File: config.mk
export PLATFORM = sky130hd
export DESIGN_NAME = pes_start_code_deframer_unit
export DESIGN_NICKNAME = d
export VERILOG_FILES = /design/src/pesdf_pkg.sv /design/src/pesdf_front.sv /design/src/pesdf_fifo.sv /design/src/pes_start_code_deframer_unit.sv
export SDC_FILE = /design/constraint.sdc
export NUM_CORES = 1
export LEC_CHECK = 0
export BUFFER_PORTS_ARGS = -buffer_cell sky130_fd_sc_hd__buf_4
export CAP_MARGIN = 0
export CORE_UTILIZATION = 65
export DETAILED_ROUTE_END_ITERATION = 8
export PLACE_DENSITY = 0.9
export SLEW_MARGIN = 20
export SYNTH_ARGS = -nofsm -noshare
export SYNTH_HDL_FRONTEND = slang
export SYNTH_SLANG_ARGS = --single-unit
File: constraint.sdc
create_clock -name clk -period 6.7 [get_ports clk]
set_clock_uncertainty 0.05 [all_clocks]
set_input_delay 0 -clock clk [delete_from_list [all_inputs] [get_ports clk]]
set_output_delay 0 -clock clk [all_outputs]
set_load 0.03 [all_outputs]
File: src/pesdf_pkg.sv
`default_nettype none
package pesdf_pkg;

    // Upper three bytes of a PES start code
    localparam logic [23:0] START_PREFIX = 24'h000001;

    // Reset values of the stream id registers
    localparam logic [7:0] VIDEO_ID_RESET = 8'hE0;
    localparam logic [7:0] AUDIO_ID_RESET = 8'hC0;

    // Configuration register indexes
    localparam int unsigned CFG_INDEX_W = 2;
    localparam int unsigned CFG_DATA_W  = 8;
    localparam logic [CFG_INDEX_W-1:0] REG_FEED_ACTIVE = 2'd0;
    localparam logic [CFG_INDEX_W-1:0] REG_VIDEO_ID    = 2'd1;
    localparam logic [CFG_INDEX_W-1:0] REG_AUDIO_ID    = 2'd2;

    // Header phase codes: length bytes taken so far
    localparam logic [1:0] PHASE_LEN_HI  = 2'd0;
    localparam logic [1:0] PHASE_LEN_LO  = 2'd1;

    // Result queue between front and back
    localparam int unsigned FIFO_DEPTH = 4;
    localparam int unsigned FIFO_AW    = $clog2(FIFO_DEPTH);

    typedef struct packed {
        logic [7:0] data_out;
        logic       payload_valid;
        logic       stream_is_audio;
        logic       last;
    } result_t;

endpackage
`default_nettype wire

File: src/pesdf_front.sv
`default_nettype none
module pesdf_front (
    input  wire logic                              clk,
    input  wire logic                              rst_n,
    input  wire logic                              cfg_we,
    input  wire logic [pesdf_pkg::CFG_INDEX_W-1:0] cfg_index,
    input  wire logic [pesdf_pkg::CFG_DATA_W-1:0]  cfg_wdata,
    input  wire logic                              take,
    input  wire logic [7:0]                        data_in,
    output logic                                   res_valid,
    output pesdf_pkg::result_t                     res
);

    logic        feed_active_reg;
    logic [7:0]  video_id_reg;
    logic [7:0]  audio_id_reg;

    logic [31:0] start_code_reg, start_code_next;
    logic [1:0]  phase_reg, phase_next;
    logic [15:0] pkt_len_reg, pkt_len_next;
    logic [15:0] byte_cnt_reg, byte_cnt_next;

    logic        match_video;
    logic        match_audio;
    logic [15:0] len_shifted;
    logic [15:0] cnt_inc;

    // Hold configuration registers
    always_ff @(posedge clk or negedge rst_n)
    begin
        if (!rst_n)
        begin
            feed_active_reg <= 1'b0;
            video_id_reg    <= pesdf_pkg::VIDEO_ID_RESET;
            audio_id_reg    <= pesdf_pkg::AUDIO_ID_RESET;
        end
        else if (cfg_we)
        begin
            case (cfg_index)
                pesdf_pkg::REG_FEED_ACTIVE: feed_active_reg <= cfg_wdata[0];
                pesdf_pkg::REG_VIDEO_ID:    video_id_reg    <= cfg_wdata;
                pesdf_pkg::REG_AUDIO_ID:    audio_id_reg    <= cfg_wdata;
                default:                    ;
            endcase
        end
    end

    // Classify the current start code; video wins when both ids are equal
    assign match_video = (start_code_reg == {pesdf_pkg::START_PREFIX, video_id_reg});
    assign match_audio = (start_code_reg == {pesdf_pkg::START_PREFIX, audio_id_reg});
    assign len_shifted = {pkt_len_reg[7:0], data_in};
    assign cnt_inc     = byte_cnt_reg + 16'd1;

    // Advance the deframing state and form the result of this byte
    always_comb
    begin
        start_code_next = start_code_reg;
        phase_next      = phase_reg;
        pkt_len_next    = pkt_len_reg;
        byte_cnt_next   = byte_cnt_reg;
        res_valid       = 1'b0;
        res.data_out        = data_in;
        res.payload_valid   = 1'b1;
        res.stream_is_audio = !match_video;
        res.last            = 1'b0;

        if (take && feed_active_reg)
        begin
            if (!match_video && !match_audio)
            begin
                // No packet open: shift the byte into the start code
                start_code_next = {start_code_reg[23:0], data_in};
                phase_next      = pesdf_pkg::PHASE_LEN_HI;
            end
            else if (!phase_reg[1])
            begin
                // Collect the big-endian payload length
                pkt_len_next = len_shifted;
                phase_next   = phase_reg + 2'd1;
                if (phase_reg == pesdf_pkg::PHASE_LEN_LO)
                begin
                    byte_cnt_next = 16'd0;
                    if (len_shifted == 16'd0)
                    begin
                        // Empty packet: one marker result, then close
                        res_valid         = 1'b1;
                        res.data_out      = 8'd0;
                        res.payload_valid = 1'b0;
                        res.last          = 1'b1;
                        start_code_next   = 32'd0;
                        phase_next        = 2'd0;
                        pkt_len_next      = 16'd0;
                        byte_cnt_next     = 16'd0;
                    end
                end
            end
            else
            begin
                // Payload byte: pass it out, close on the final one
                res_valid     = 1'b1;
                byte_cnt_next = cnt_inc;
                if (cnt_inc == pkt_len_reg)
                begin
                    res.last        = 1'b1;
                    start_code_next = 32'd0;
                    phase_next      = 2'd0;
                    pkt_len_next    = 16'd0;
                    byte_cnt_next   = 16'd0;
                end
            end
        end
    end

    // Update state registers
    always_ff @(posedge clk or negedge rst_n)
    begin
        if (!rst_n)
        begin
            start_code_reg <= 32'd0;
            phase_reg      <= 2'd0;
            pkt_len_reg    <= 16'd0;
            byte_cnt_reg   <= 16'd0;
        end
        else
        begin
            start_code_reg <= start_code_next;
            phase_reg      <= phase_next;
            pkt_len_reg    <= pkt_len_next;
            byte_cnt_reg   <= byte_cnt_next;
        end
    end

endmodule
`default_nettype wire

File: src/pesdf_fifo.sv
`default_nettype none
module pesdf_fifo (
    input  wire logic               clk,
    input  wire logic               rst_n,
    input  wire logic               wr_en,
    input  wire pesdf_pkg::result_t wr_data,
    output logic                    full,
    input  wire logic               rd_en,
    output pesdf_pkg::result_t      rd_data,
    output logic                    empty
);

    pesdf_pkg::result_t               entry_reg [pesdf_pkg::FIFO_DEPTH];
    logic [pesdf_pkg::FIFO_AW-1:0]    wr_ptr_reg, wr_ptr_next;
    logic [pesdf_pkg::FIFO_AW-1:0]    rd_ptr_reg, rd_ptr_next;
    logic [pesdf_pkg::FIFO_AW:0]      count_reg, count_next;
    logic                             do_wr;
    logic                             do_rd;

    assign full    = (count_reg == (pesdf_pkg::FIFO_AW + 1)'(pesdf_pkg::FIFO_DEPTH));
    assign empty   = (count_reg == '0);
    assign do_wr   = wr_en && !full;
    assign do_rd   = rd_en && !empty;
    assign rd_data = entry_reg[rd_ptr_reg];

    // Advance pointers and occupancy
    always_comb
    begin
        wr_ptr_next = do_wr ? wr_ptr_reg + 1'b1 : wr_ptr_reg;
        rd_ptr_next = do_rd ? rd_ptr_reg + 1'b1 : rd_ptr_reg;
        count_next  = count_reg;
        if (do_wr && !do_rd)
        begin
            count_next = count_reg + 1'b1;
        end
        else if (!do_wr && do_rd)
        begin
            count_next = count_reg - 1'b1;
        end
    end

    always_ff @(posedge clk or negedge rst_n)
    begin
        if (!rst_n)
        begin
            wr_ptr_reg <= '0;
            rd_ptr_reg <= '0;
            count_reg  <= '0;
        end
        else
        begin
            wr_ptr_reg <= wr_ptr_next;
            rd_ptr_reg <= rd_ptr_next;
            count_reg  <= count_next;
        end
    end

    // Store results
    always_ff @(posedge clk)
    begin
        if (do_wr)
        begin
            entry_reg[wr_ptr_reg] <= wr_data;
        end
    end

endmodule
`default_nettype wire

File: src/pes_start_code_deframer_unit.sv
// PES start-code deframer. Raw program-stream bytes are pushed one per
// transaction; while feed_active is set, each byte either shifts into the
// start-code register or, once 0x000001 plus the video or audio stream id is
// seen, supplies the two length bytes and then the payload, which comes out
// one byte per result with a stream tag and last on the final byte. A zero
// length gives a single result with payload_valid low. Bytes are taken one
// per clock while the queue is not full; the front stage updates state and
// results pass through a four-entry queue, so a result appears in the cycle
// after its byte; full rises only when four results wait untaken. The user
// must write configuration through cfg_we/cfg_index/cfg_wdata while idle.
`default_nettype none
module pes_start_code_deframer_unit (
    input  wire logic                              clk,
    input  wire logic                              rst_n,
    input  wire logic                              cfg_we,
    input  wire logic [pesdf_pkg::CFG_INDEX_W-1:0] cfg_index,
    input  wire logic [pesdf_pkg::CFG_DATA_W-1:0]  cfg_wdata,
    input  wire logic                              push,
    output logic                                   full,
    input  wire logic [7:0]                        data_in,
    output logic                                   empty,
    input  wire logic                              pop,
    output logic [7:0]                             data_out,
    output logic                                   payload_valid,
    output logic                                   stream_is_audio,
    output logic                                   last
);

    logic               take;
    logic               res_valid;
    pesdf_pkg::result_t res;
    pesdf_pkg::result_t head;

    assign take = push && !full;

    pesdf_front u_front (
        .clk       (clk),
        .rst_n     (rst_n),
        .cfg_we    (cfg_we),
        .cfg_index (cfg_index),
        .cfg_wdata (cfg_wdata),
        .take      (take),
        .data_in   (data_in),
        .res_valid (res_valid),
        .res       (res)
    );

    pesdf_fifo u_fifo (
        .clk     (clk),
        .rst_n   (rst_n),
        .wr_en   (res_valid),
        .wr_data (res),
        .full    (full),
        .rd_en   (pop),
        .rd_data (head),
        .empty   (empty)
    );

    assign data_out        = head.data_out;
    assign payload_valid   = head.payload_valid;
    assign stream_is_audio = head.stream_is_audio;
    assign last            = head.last;

endmodule
`default_nettype wire

# Word level (Yosys, flattened, before mapping)
# Memories as Yosys holds them, arrays and structs flattened.
# Index checks and enable logic that the tools add are counted.
dict set report totals {
  ff_bits 90
  ramBits 44
  out_inout_bits 13
  word_cells 90
  memories 1
}
dict set report classes {
  addsub 6
  eq_ne 9
  muxes 35
  bitwise_logic 1
  reduce_logical 27
}
# memory words width rd rd_clocked_by_memory_dff write_ports line_no
set memory_table {}
lappend memory_table {u_fifo.entry_reg 4 11 1 0 1 pesdf_fifo.sv:13} ;# pesdf_pkg::result_t entry_reg [pesdf_pkg::FIFO_DEPTH];
# operator count
set op_table {}
lappend op_table {{$mux 32} 5}
lappend op_table {{$mux 16} 7}
lappend op_table {{$eq 32x9->1} 2}
lappend op_table {{$mux 9} 5}
lappend op_table {{$add 16x1->16 const B} 1}
lappend op_table {{$eq 16x16->1} 1}
lappend op_table {{$logic_not 16->1} 1}
lappend op_table {{$mux 1} 11}
lappend op_table {{$mux 2} 5}
lappend op_table {{$reduce_and 2->1} 4}
lappend op_table {{$logic_and 1x1->1} 7}
lappend op_table {{$add 2x1->2 const B} 3}
lappend op_table {{$logic_not 1->1} 6}
lappend op_table {{$mux 3} 2}
lappend op_table {{$reduce_and 3->1} 2}
lappend op_table {{$reduce_bool 3->1} 2}
lappend op_table {{$eq 2x1->1 const B} 2}
lappend op_table {{$reduce_and 4->1} 1}
lappend op_table {{$reduce_bool 2->1} 2}
lappend op_table {{$add 3x1->3 const B} 1}
lappend op_table {{$eq 3x3->1 const B} 1}
lappend op_table {{$logic_not 3->1} 1}
lappend op_table {{$ne 3x3->1 const B} 1}
lappend op_table {{$sub 3x1->3 const B} 1}
lappend op_table {{other kinds (4)} 4}

# Depth between registers and ports, before layout
# Gate-level depths: netlist (run 1).
dict set report depth {
  word_depth 11
  mapped_depth 12
  ltp_nobuf 11
}

# By module
# A second synthesis (run 1) with hierarchy kept.
dict set report hier_totals {
  cells_unflattened 540
  hier_area_um2 6426.2
}
# module instances cells_each area_each_um2
set by_module_without_submodules {}
lappend by_module_without_submodules {pesdf_front 1 446 4371.7}
lappend by_module_without_submodules {pesdf_fifo 1 93 2040.7}
lappend by_module_without_submodules {pes_start_code_deframer_unit 1 1 13.8}

# Worst setup path before layout (run 1)
# OpenSTA, ideal clock, no wires.
dict set report synth_timing {
  path_type {register to register}
  start {register u_front.byte_cnt_reg[0]}
  end {register u_front.pkt_len_reg[14]}
  t_arrival_ps 2757
  required_time_ps 6529
  slack_ps 3772
  path_stages_with_launch 11
  path_cell_list {dfrtp_1 -> ha_1 -> clkbuf_1 -> nand2_1 -> nor4_4 -> nor3b_1 -> a2111o_1 -> or4_4 -> a21o_4 -> buf_6 -> a22o_1}
}
dict set report synth_via {
  elab_chain_len 4
}
# item line_no
set synth_lines {}
lappend synth_lines {{from (decl)} pesdf_front.sv:21} ;# logic [15:0] byte_cnt_reg, byte_cnt_next;
lappend synth_lines {{from (signal assigned)} pesdf_front.sv:129} ;# byte_cnt_reg <= byte_cnt_next;
lappend synth_lines {{$add 16x1->16} pesdf_front.sv:52} ;# assign cnt_inc = byte_cnt_reg + 16'd1;
lappend synth_lines {{$eq 16x16->1} pesdf_front.sv:102} ;# if (cnt_inc == pkt_len_reg)
lappend synth_lines {{$ne 2x2->1 (no line)} -}
lappend synth_lines {{$reduce_and 3->1 (no line)} -}
lappend synth_lines {{to (signal assigned)} pesdf_front.sv:128} ;# pkt_len_reg <= pkt_len_next;
lappend synth_lines {{to (decl)} pesdf_front.sv:20} ;# logic [15:0] pkt_len_reg, pkt_len_next;
# No other way between the ends.
# A chain may end at the register's enable or synchronous reset.

==> results of run 1 <==
-- layout make-up --
class / count / area, um2
sequential: 134 / 3580
multi-input combinational: 303 / 2550
fill: 499 / 1960
timing repair buffer: 60 / 503
clock buffer: 25 / 497
tap: 129 / 161
clock inverter: 7 / 43.8
inverter: 7 / 26.3
-- worst max path at each step --
| stage | slack (ps) | start | end |
|---|---|---|---|
| global route | 3100 | u_front.start_code_reg[5]$_DFFE_PN0P_ | u_fifo.count_reg[2]$_DFFE_PN0P_ |
| detailed placement | 3460 | u_front.start_code_reg[9]$_DFFE_PN0P_ | u_fifo.count_reg[2]$_DFFE_PN0P_ |
| global placement | 3570 | u_front.byte_cnt_reg[0]$_DFFE_PN0P_ | u_front.pkt_len_reg[13]$_DFFE_PN0P_ |
| CTS | 3360 | u_front.byte_cnt_reg[0]$_DFFE_PN0P_ | u_front.pkt_len_reg[12]$_DFFE_PN0P_ |
| floorplan | 3770 | u_front.byte_cnt_reg[0]$_DFFE_PN0P_ | u_front.pkt_len_reg[14]$_DFFE_PN0P_ |
| finish | 3290 | u_front.byte_cnt_reg[0]$_DFFE_PN0P_ | u_fifo.entry_reg[1][0]$_DFFE_PP_ |
-- per-stage QoR --
step           setup slack [ps]  utilization  hold slack, ps  std cells
3_5_place_dp               3460        0.707            -130        610
2_1_floorplan              3770            -            -346        477
5_1_grt                    3100        0.790             130        665
4_1_cts                    3360        0.790             190        665
6_report                   3290        0.790            51.2        665
3_3_place_gp               3570        0.707            -140        610
-- cells by family after synthesis --
kind of cell | synth area share
flip-flops | 0.567
buffers and inverters | 0.0289
adder cells (fa/ha/maj) | 0.0151
multiplexers | 0.127
XOR/XNOR | 0.0583
AND/OR/NAND/NOR | 0.123
AO/OA/AOI/OAI | 0.0807
-- per-layer routing --
metal,routed length (um),global-route usage,vias to the layer above
met5,0,0,-
met4,741,0.183,0
met3,1020,0.0728,84
met2,7700,0.552,281
met1,5700,0.386,2202
li1,-,-,1902
-- where the power goes --
part | leakage (nW) | total [W] | internal (W) | switching, W
Clock | 0.262 | 0.000856 | 0.000507 | 0.000349
Combinational | 1.17 | 0.000506 | 0.000283 | 0.000224
Sequential | 1.53 | 0.00115 | 0.000985 | 0.000164
-- cell usage after synthesis, types with 2 or more instances --
cell type / count
sky130_fd_sc_hd__a2111oi_0: 2
sky130_fd_sc_hd__a21oi_1: 2
sky130_fd_sc_hd__a22o_1: 16
sky130_fd_sc_hd__a22oi_1: 13
sky130_fd_sc_hd__a31o_2: 2
sky130_fd_sc_hd__a32oi_1: 2
sky130_fd_sc_hd__and2_1: 6
sky130_fd_sc_hd__and3_1: 16
sky130_fd_sc_hd__and4_1: 2
sky130_fd_sc_hd__buf_1: 2
sky130_fd_sc_hd__buf_2: 7
sky130_fd_sc_hd__buf_4: 2
sky130_fd_sc_hd__buf_6: 2
sky130_fd_sc_hd__clkbuf_1: 19
sky130_fd_sc_hd__dfrtp_1: 85
sky130_fd_sc_hd__dfstp_2: 5
sky130_fd_sc_hd__edfxtp_1: 44
sky130_fd_sc_hd__ha_1: 6
sky130_fd_sc_hd__inv_1: 7
sky130_fd_sc_hd__mux2_2: 41
sky130_fd_sc_hd__mux2i_1: 9
sky130_fd_sc_hd__mux4_2: 11
sky130_fd_sc_hd__nand2_1: 15
sky130_fd_sc_hd__nand2b_1: 4
sky130_fd_sc_hd__nand3_1: 13
sky130_fd_sc_hd__nand3b_1: 4
sky130_fd_sc_hd__nand4_1: 15
sky130_fd_sc_hd__nand4_4: 2
sky130_fd_sc_hd__nor2_1: 16
sky130_fd_sc_hd__nor3_1: 13
sky130_fd_sc_hd__nor3b_1: 3
sky130_fd_sc_hd__nor4_1: 11
sky130_fd_sc_hd__o2111ai_1: 2
sky130_fd_sc_hd__o21ai_0: 6
sky130_fd_sc_hd__o31ai_1: 12
sky130_fd_sc_hd__or4_4: 2
sky130_fd_sc_hd__xnor2_1: 35
sky130_fd_sc_hd__xor2_1: 7
-- timing repair --
| item | in CTS | in global routing |
|---|---|---|
| hold buffers | 23 | 0 |
| endpoints found under the hold margin | 155 | 0 |
| setup endpoints to repair | 0 | 0 |
-- tightest hold or removal path, cell delays in order --
cell,delay [ps]
sky130_fd_sc_hd__dlygate4sd3_1,520
sky130_fd_sc_hd__buf_4,110
sky130_fd_sc_hd__buf_2,470
==> results.md, run 1 <==
Global route:
- The overall overflow remaining after global route is 0.
- The first global-routing pass estimated 24.0 mm of wire.
- The maximum number of pins on one net before global-route repair is 67.
- The via count of the first global-routing pass was 4626.
- The global router's overall resource usage is 0.326.
- The number of antenna violations at the first check in global routing is 0.

STA:
- Setup repair after global routing left no endpoint under its margin.
- The number of max-slew violations in the final report is 0.
- Setup violations remaining at the end of the flow were counted as 0.
- The worst path needs 3410 ps of the cycle, external delays included.
- The timing-limited maximum frequency is 293 MHz.
- Dividing the final minimum period by the clock period gives 0.509.
- The slew at the pin with the worst max-slew slack is 947 ps.
- The final-layout setup total negative slack is 0 ps.
- The relative max-transition margin is 0.364.
- The count of final hold-check violations was 0.

Critical path:
- The number of cells on the worst reg-to-reg path is 8.
- The cell count along the critical path is 8.
- The nature of the critical path startpoint is a register.
- The worst path buffer plus inverter count is 0.
- The data required time of the critical path is 6960 ps.
- In this run the worst path has a maximum fanout of 20.
- The largest individual stage delay along the critical path comes from the cell sky130_fd_sc_hd__or4_4.
- Data arrives at the worst endpoint at 3680 ps.
- The nature of the critical path endpoint is a register.
- The worst register-to-register path begins at u_front.byte_cnt_reg[0]$_DFFE_PN0P_.
- In this run the register-to-register setup slack is 3290 ps.
- The endpoint identified for the worst register-to-register timing path is u_fifo.entry_reg[1][0]$_DFFE_PP_.
- In this design, the stage delay of the slowest critical-path cell is 590 ps.
- The signal on the critical path passes through ha_1 > and3_1 > a2111oi_0 > a31oi_1 > a2111o_1 > or4_4 > o21a_1 > nor2_1.
- The top cell family by delay on the critical path is compound AO/OA/AOI/OAI gates.
- The path type of the worst setup path is register to register.

Power:
- The power per cell area is 341 mW/mm2.
- For this design the static power due to leakage is 2.96 nW.
- The peak supply drop is 0.000306 V.
- The total power is 0.00251 W.

Yosys:
- In the synthesized netlist, the number of instances is 477.
- The area share of the largest cell type after synthesis is 0.337.
- The number of nets in the synthesized netlist is 507.
- The number of flops mapped to enable cells by yosys is 44.
- Synthesis inferred 134 register bits.
- The post-synthesis instance area is 0.00631 mm2.
- In this run, distinct cell masters in the synthesized netlist total 54.
- The register area share after synthesis is 0.567.
- Counting flops with an async set or reset pin after synthesis yields a share of 0.672.
- The number of warnings printed during yosys synthesis is 0.
- The most instantiated flip-flop cell in the synthesis netlist is sky130_fd_sc_hd__dfrtp_1.
- The biggest area contributor in the post-synthesis netlist is sky130_fd_sc_hd__dfrtp_1.
- A synthesized cell averages 13.2 um2.
- By area the synthesized netlist is led by sky130_fd_sc_hd__dfrtp_1, sky130_fd_sc_hd__edfxtp_1, sky130_fd_sc_hd__mux2_2.

Die:
- The overall die width is 101 um.
- For this configuration, the core starts out at a cell density of 0.677.
- The die is 101 um tall.
- The core area is 0.00933 mm2.
- Row generation in the floorplan step produced 35 rows.
- The die covers 0.0101 mm2.
- 36 I/O pins were placed.

Finish:
- In the final layout, the share of cells above drive strength 1 is 0.246.
- Leaving out fill and tap cells, the most frequent cell in the layout is sky130_fd_sc_hd__dfrtp_1.
- Once layout is done, the placed cells without fillers occupy 0.00736 mm2.
- The number of antenna repair diodes is 0.
- For this run, the post-layout net count is 553.
- The register with the most flip-flops in the layout has 44 of them.
- The library cells used most frequently in the layout, excluding fill and tap cells, are sky130_fd_sc_hd__dfrtp_1, sky130_fd_sc_hd__edfxtp_1, sky130_fd_sc_hd__mux2_2.
- The synthesis-to-finish area growth is 16.6%.

Drt:
- The per-cell routed wire length is 22.8 um.
- The total via count in the routed design is 4469.
- The per-cell via count in the routed design is 6.72.
- The number of optimization iterations in the first detailed-route pass is 5.
- In the routed design, unresolved DRC markers number 0.
- The number of antenna-violating nets in the routed design is 0.
- The initial DRC count is 371.
- The routed design has 15.2 mm of wire.

CTS:
- The total clock buffers created by CTS is 17.
- The number of gates resized after CTS was 0.
- The TritonCTS clock tree is built.
- The number of buffers between clock root and the deepest sink is 2.
- Clock-pin slew was measured on the worst setup and hold paths at 60 ps.
- The CTS root buffer is sky130_fd_sc_hd__clkbuf_8.
- The number of clock sinks seen by CTS is 134.
- In this run the post-CTS setup repair buffer count came out at 0.
- Clock latency on the worst-skew pair, taken at its later pin, is 540 ps.
- The number of levels in the clock H-tree is 4.

Placement:
- The congestion estimate from routability-driven global placement came to 0.895.
- Buffers placed on the I/O ports in this run total 35.
- The placed wire-length estimate after detailed placement is 8.63 mm.
- After detailed placement, the total cell area comes to 0.00660 mm2.

Flow run:
- The reported max-cap violation count is 0.

Worst hold path:
- The worst hold-check path type is primary input to async pin.

Run status:
- The flow ran to the end, and the final reports show no timing, DRC or antenna violations.
(Power assumes the default switching activity.)
==> run 2, diff against run 1 <==
Settings changed: ABC_AREA set to 1, CORE_UTILIZATION 65 to 61, PLACE_DENSITY 0.9 to 0.86.
Clock period 6.7 ns to 3.3 ns, I/O delays scaled along.
==> run 2 against run 1 <==
  * First-iteration DRC count rose by 84%
  * Cell area rose by 3.7%
  * Clock-buffer cell count is 7 lower
  * Sequential power increased by 92%
  * Non-clock buffer count up 11
  * Cell count is 42% higher
  * Critical path depth rose by 7
  * Power grew 110%
  * Clock power rose by 110%
  * Sequential cell count stayed put
  * Critical endpoint is now u_fifo.count_reg[2]$_DFFE_PN0P_
  * Largest cell class unchanged
  * Highest routed layer unchanged
==> results.md, run 2 <==
Run status:
- The flow ran to the end, and the final reports show no timing, DRC or antenna violations.

Placement:
- The count of input and output buffers is 35 (unchanged).
- The placed cell area is 0.00684 mm2 (+3.7%).
- The placer congestion estimate is 0.880 (-1.6%).
- The number of placed cells counting well taps is 891 (+46%).
- The placed wire-length estimate after detailed placement is 9.74 mm (+13%).

Die:
- The overall die width is 105 um (+4.4%).
- The die area is 0.0110 mm2 (+9.1%).
- The effective utilization at floorplan came to 0.627 (-0.0498).
- The y dimension of the die was 105 um (+4.4%).
- The core area is 0.0103 mm2 (+11%).
- The standard-cell row count is 37 (+5.7%).
- The I/O pin count came to 36 (unchanged).

Finish:
- The count of nets after finishing was 828 (+50%).
- The number of flip-flops under the largest register name came to 44 (unchanged).
- The number of antenna repair diodes is 0 (unchanged).
- In the layout the commonest cells are sky130_fd_sc_hd__nand2_1, sky130_fd_sc_hd__dfrtp_1, sky130_fd_sc_hd__inv_1.
- The number of filler instances in the final layout is 723 (+45%).
- The most common cell after layout, fill and taps aside is sky130_fd_sc_hd__nand2_1.
- The final instance area is 0.00763 mm2 (+3.7%).
- The share of final-layout standard cells stronger than drive strength 1 came to 0.121 (-0.125).
- The number of cells in the finished layout apart from fillers is 947 (+42%).
- The area growth from synthesis to layout is 17.9%.

Critical path:
- The data required time of the critical path came to 3660 ps (-3300 ps).
- The delay contributed by the slowest stage of the critical path is 390 ps (-200 ps).
- Traced cell by cell, the critical path runs through nor4_1 > nand2_1 > nor2_1 > nand4_1 > nand2_1 > nand2_1 > inv_1 > nand2_1 > inv_1 > ha_1 > inv_1 > fa_1 > a21oi_1 > o21ai_0 > xor2_1.
- The worst setup path is launched from a register.
- The worst setup path is of the register to register kind.
- The master of the slowest instance on the critical path is sky130_fd_sc_hd__dfrtp_1.
- The maximum net fanout on the critical path is 4 (-80%).
- The critical path arrival is 3350 ps (-330 ps).
- Broken down by cell family, the worst path's largest delay share belongs to simple AND/OR/NAND/NOR gates.
- The worst path buffer plus inverter count is 3 (+3).
- The cell repeated most along the worst path is sky130_fd_sc_hd__nand2_1.
- The nature of the critical path endpoint is a register.

CTS:
- The clock network latency to the later pin of the worst-skew pair is 530 ps (about the same).
- The number of buffers between clock root and the deepest sink is 2 (unchanged).
- The clock slew at the register clock pins of the worst setup and hold paths was 60 ps (about the same).
- The tree is rooted in a sky130_fd_sc_hd__clkbuf_8.
- The total clock buffers created by CTS is 17 (unchanged).
- TritonCTS built the clock tree.
- The number of clock sinks seen by CTS is 134 (unchanged).
- The number of gates resized after cts is 0 (unchanged).
- The number of levels in the clock H-tree is 4 (unchanged).

Yosys:
- For this run, the leading register cell type out of synthesis is sky130_fd_sc_hd__dfrtp_1.
- The area share of the largest cell type after synthesis is 0.329 (-0.00833).
- The average cell area after synthesis came to 8.78 um2 (-34%).
- The post-synthesis instance area is 0.00647 mm2 (+2.5%).
- The register bit count reported by yosys is 134 (unchanged).
- The number of flops mapped to enable cells by yosys is 44 (unchanged).
- The leading area contributor after synthesis is sky130_fd_sc_hd__dfrtp_1.
- The count of mapped cells out of synthesis is 737 (+55%).
- The number of nets in the synthesized netlist is 767 (+51%).
- The register area share after synthesis was 0.553 (-0.0140).
- The most numerous cell in the Yosys netlist is sky130_fd_sc_hd__nand2_1.
- The count of cell types in the netlist came to 35 (-35%).
- In the synthesized netlist, the cells that appear most often are sky130_fd_sc_hd__nand2_1, sky130_fd_sc_hd__dfrtp_1, sky130_fd_sc_hd__inv_1, sky130_fd_sc_hd__nor2_1, sky130_fd_sc_hd__nand3_1.
- The number of warnings printed during yosys synthesis is 0 (unchanged).
- Sorting the synthesized cells by area gives the leading types as sky130_fd_sc_hd__dfrtp_1, sky130_fd_sc_hd__edfxtp_1, sky130_fd_sc_hd__nand2_1.
- The share of flip-flops with an asynchronous set or reset after synthesis is 0.672 (unchanged).

Drt:
- The per-cell routed wire length was 15.8 um (-31%).
- The total wire length after detailed routing was 15.0 mm (-1.3%).
- The number of optimization iterations in the first detailed-route pass was 6 (+1).
- The per-cell via count in the routed design is 5.72 (-15%).
- The initial DRC count came to 683 (+84%).
- The total via count in the routed design is 5416 (+21%).
- The number of antenna-violating nets in the routed design is 0 (unchanged).
- The number of remaining DRC errors is 0 (unchanged).

Global route:
- The wire length of the first global-routing pass was 24.6 mm (+2.2%).
- The global router's overall resource usage is 0.289 (-0.0362).
- The overall overflow remaining after global route is 0 (unchanged).
- The via count of the first global-routing pass is 5201 (+12%).
- The maximum number of pins on one net before global-route repair was 81 (+21%).
- The number of antenna violations at the first check in global routing is 0 (unchanged).

STA:
- The final-layout setup total negative slack is 0 ps (unchanged).
- The timing-limited maximum frequency is 334 MHz (+14%).
- The count of final hold-check violations is 0 (unchanged).
- The final critical path time including I/O delays and setup came to 3000 ps (-418 ps).
- The relative max-transition margin is 0.391 (+0.0274).
- The number of max-slew violations in the final report was 0 (unchanged).
- Setup repair after global routing left no endpoint under its margin.
- The part of the cycle the worst path needs was 0.908 (+0.398).
- The slew at the pin with the worst max-slew slack is 912 ps (-34.9 ps).
- The final-report setup violation count is 0 (unchanged).

Flow run:
- The reported max-cap violation count is 0 (unchanged).

Power:
- The leakage dissipation is 3.57 nW (+21%).
- The power per cell area came to 699 mW/mm2 (+110%).
- The peak supply drop is 0.000464 V (+52%).

Worst hold path:
- The worst hold-check path type is primary input to async pin.
run 2: cell count changes after synthesis, moves of 22 or more:
| cell | delta |
|---|---|
| sky130_fd_sc_hd__inv_1 | +54 |
| sky130_fd_sc_hd__mux2_2 | -40 |
| sky130_fd_sc_hd__nand2_1 | +236 |
| sky130_fd_sc_hd__nand3_1 | +42 |
| sky130_fd_sc_hd__nor2_1 | +40 |
| sky130_fd_sc_hd__o21ai_0 | +45 |
| sky130_fd_sc_hd__xnor2_1 | -22 |
run 2: per-layer routing:
metal / share of wire / GRT usage / vias to the layer above / wire [um]
met4: 0.029 / 0.121 / 0 / 428
met1: 0.39 / 0.355 / 2557 / 5850
met2: 0.50 / 0.499 / 288 / 7470
li1: - / - / 2510 / -
met3: 0.082 / 0.0599 / 61 / 1220
met5: 0 / 0 / - / 0
run 2: cell families after synthesis:
group / count (synthesis) / share of synthesized area
AOI/OAI and AO/OA: 68 / 0.0555
and+or+nand+nor: 407 / 0.269
adders and majority gates: 7 / 0.0147
muxes: 1 / 0.00174
buffers and inverters: 90 / 0.0591
DFF: 134 / 0.553
xor gates and xnor gates: 30 / 0.0470
run 2: worst paths after layout:
kind                                                   startpoint                                     end  slack (ps)  cells past startpoint
min reg2reg                u_front.start_code_reg[29]$_DFFE_PN0P_  u_front.start_code_reg[29]$_DFFE_PN0P_         430                      2
max in group asynchronous                                   rst_n  u_front.start_code_reg[29]$_DFFE_PN0P_        2490                      3
max                        u_front.start_code_reg[25]$_DFFE_PN0P_         u_fifo.count_reg[2]$_DFFE_PN0P_         300                     15
min                                                         rst_n    u_front.byte_cnt_reg[15]$_DFFE_PN0P_           2                      2
min in group clk                                     cfg_wdata[7]     u_front.video_id_reg[7]$_DFFE_PN1P_         210                      4
max reg2reg                u_front.start_code_reg[25]$_DFFE_PN0P_         u_fifo.count_reg[2]$_DFFE_PN0P_         300                     15
run 2: final cells by class:
cell class                 instances  area [um2]  area share
multi-input combinational        513        2510       0.329
inverter                          61         229      0.0300
timing repair buffer              71         592      0.0775
clock inverter                    14         135      0.0177
tap                              136         170      0.0223
sequential                       134        3580       0.469
clock buffer                      18         418      0.0547
run 2: metrics by stage:
step	hold slack [ps]	power (W)	util	setup WS [ps]
after floorplan	-346	0.00314	-	346
after global placement	165	0.00348	0.663	462
after detailed placement	167	0.00356	0.663	285
after CTS	158	0.00534	0.738	229
after global routing	97.3	0.00560	0.740	58.5
final	1.66	0.00534	0.740	305
run 2: what timing repair did:
action	4_1_cts	5_1_grt
hold buffers	22	0
hold endpoints to repair	143	0
setup buffers	0	2
setup endpoints to repair	0	1
run 2: where the power goes:
| group | switching (W) | internal [W] |
|---|---|---|
| clock | 0.000699 | 0.00106 |
| combinational | 0.000847 | 0.000516 |
| sequential | 0.000241 | 0.00197 |
| total | 0.00179 | 0.00355 |
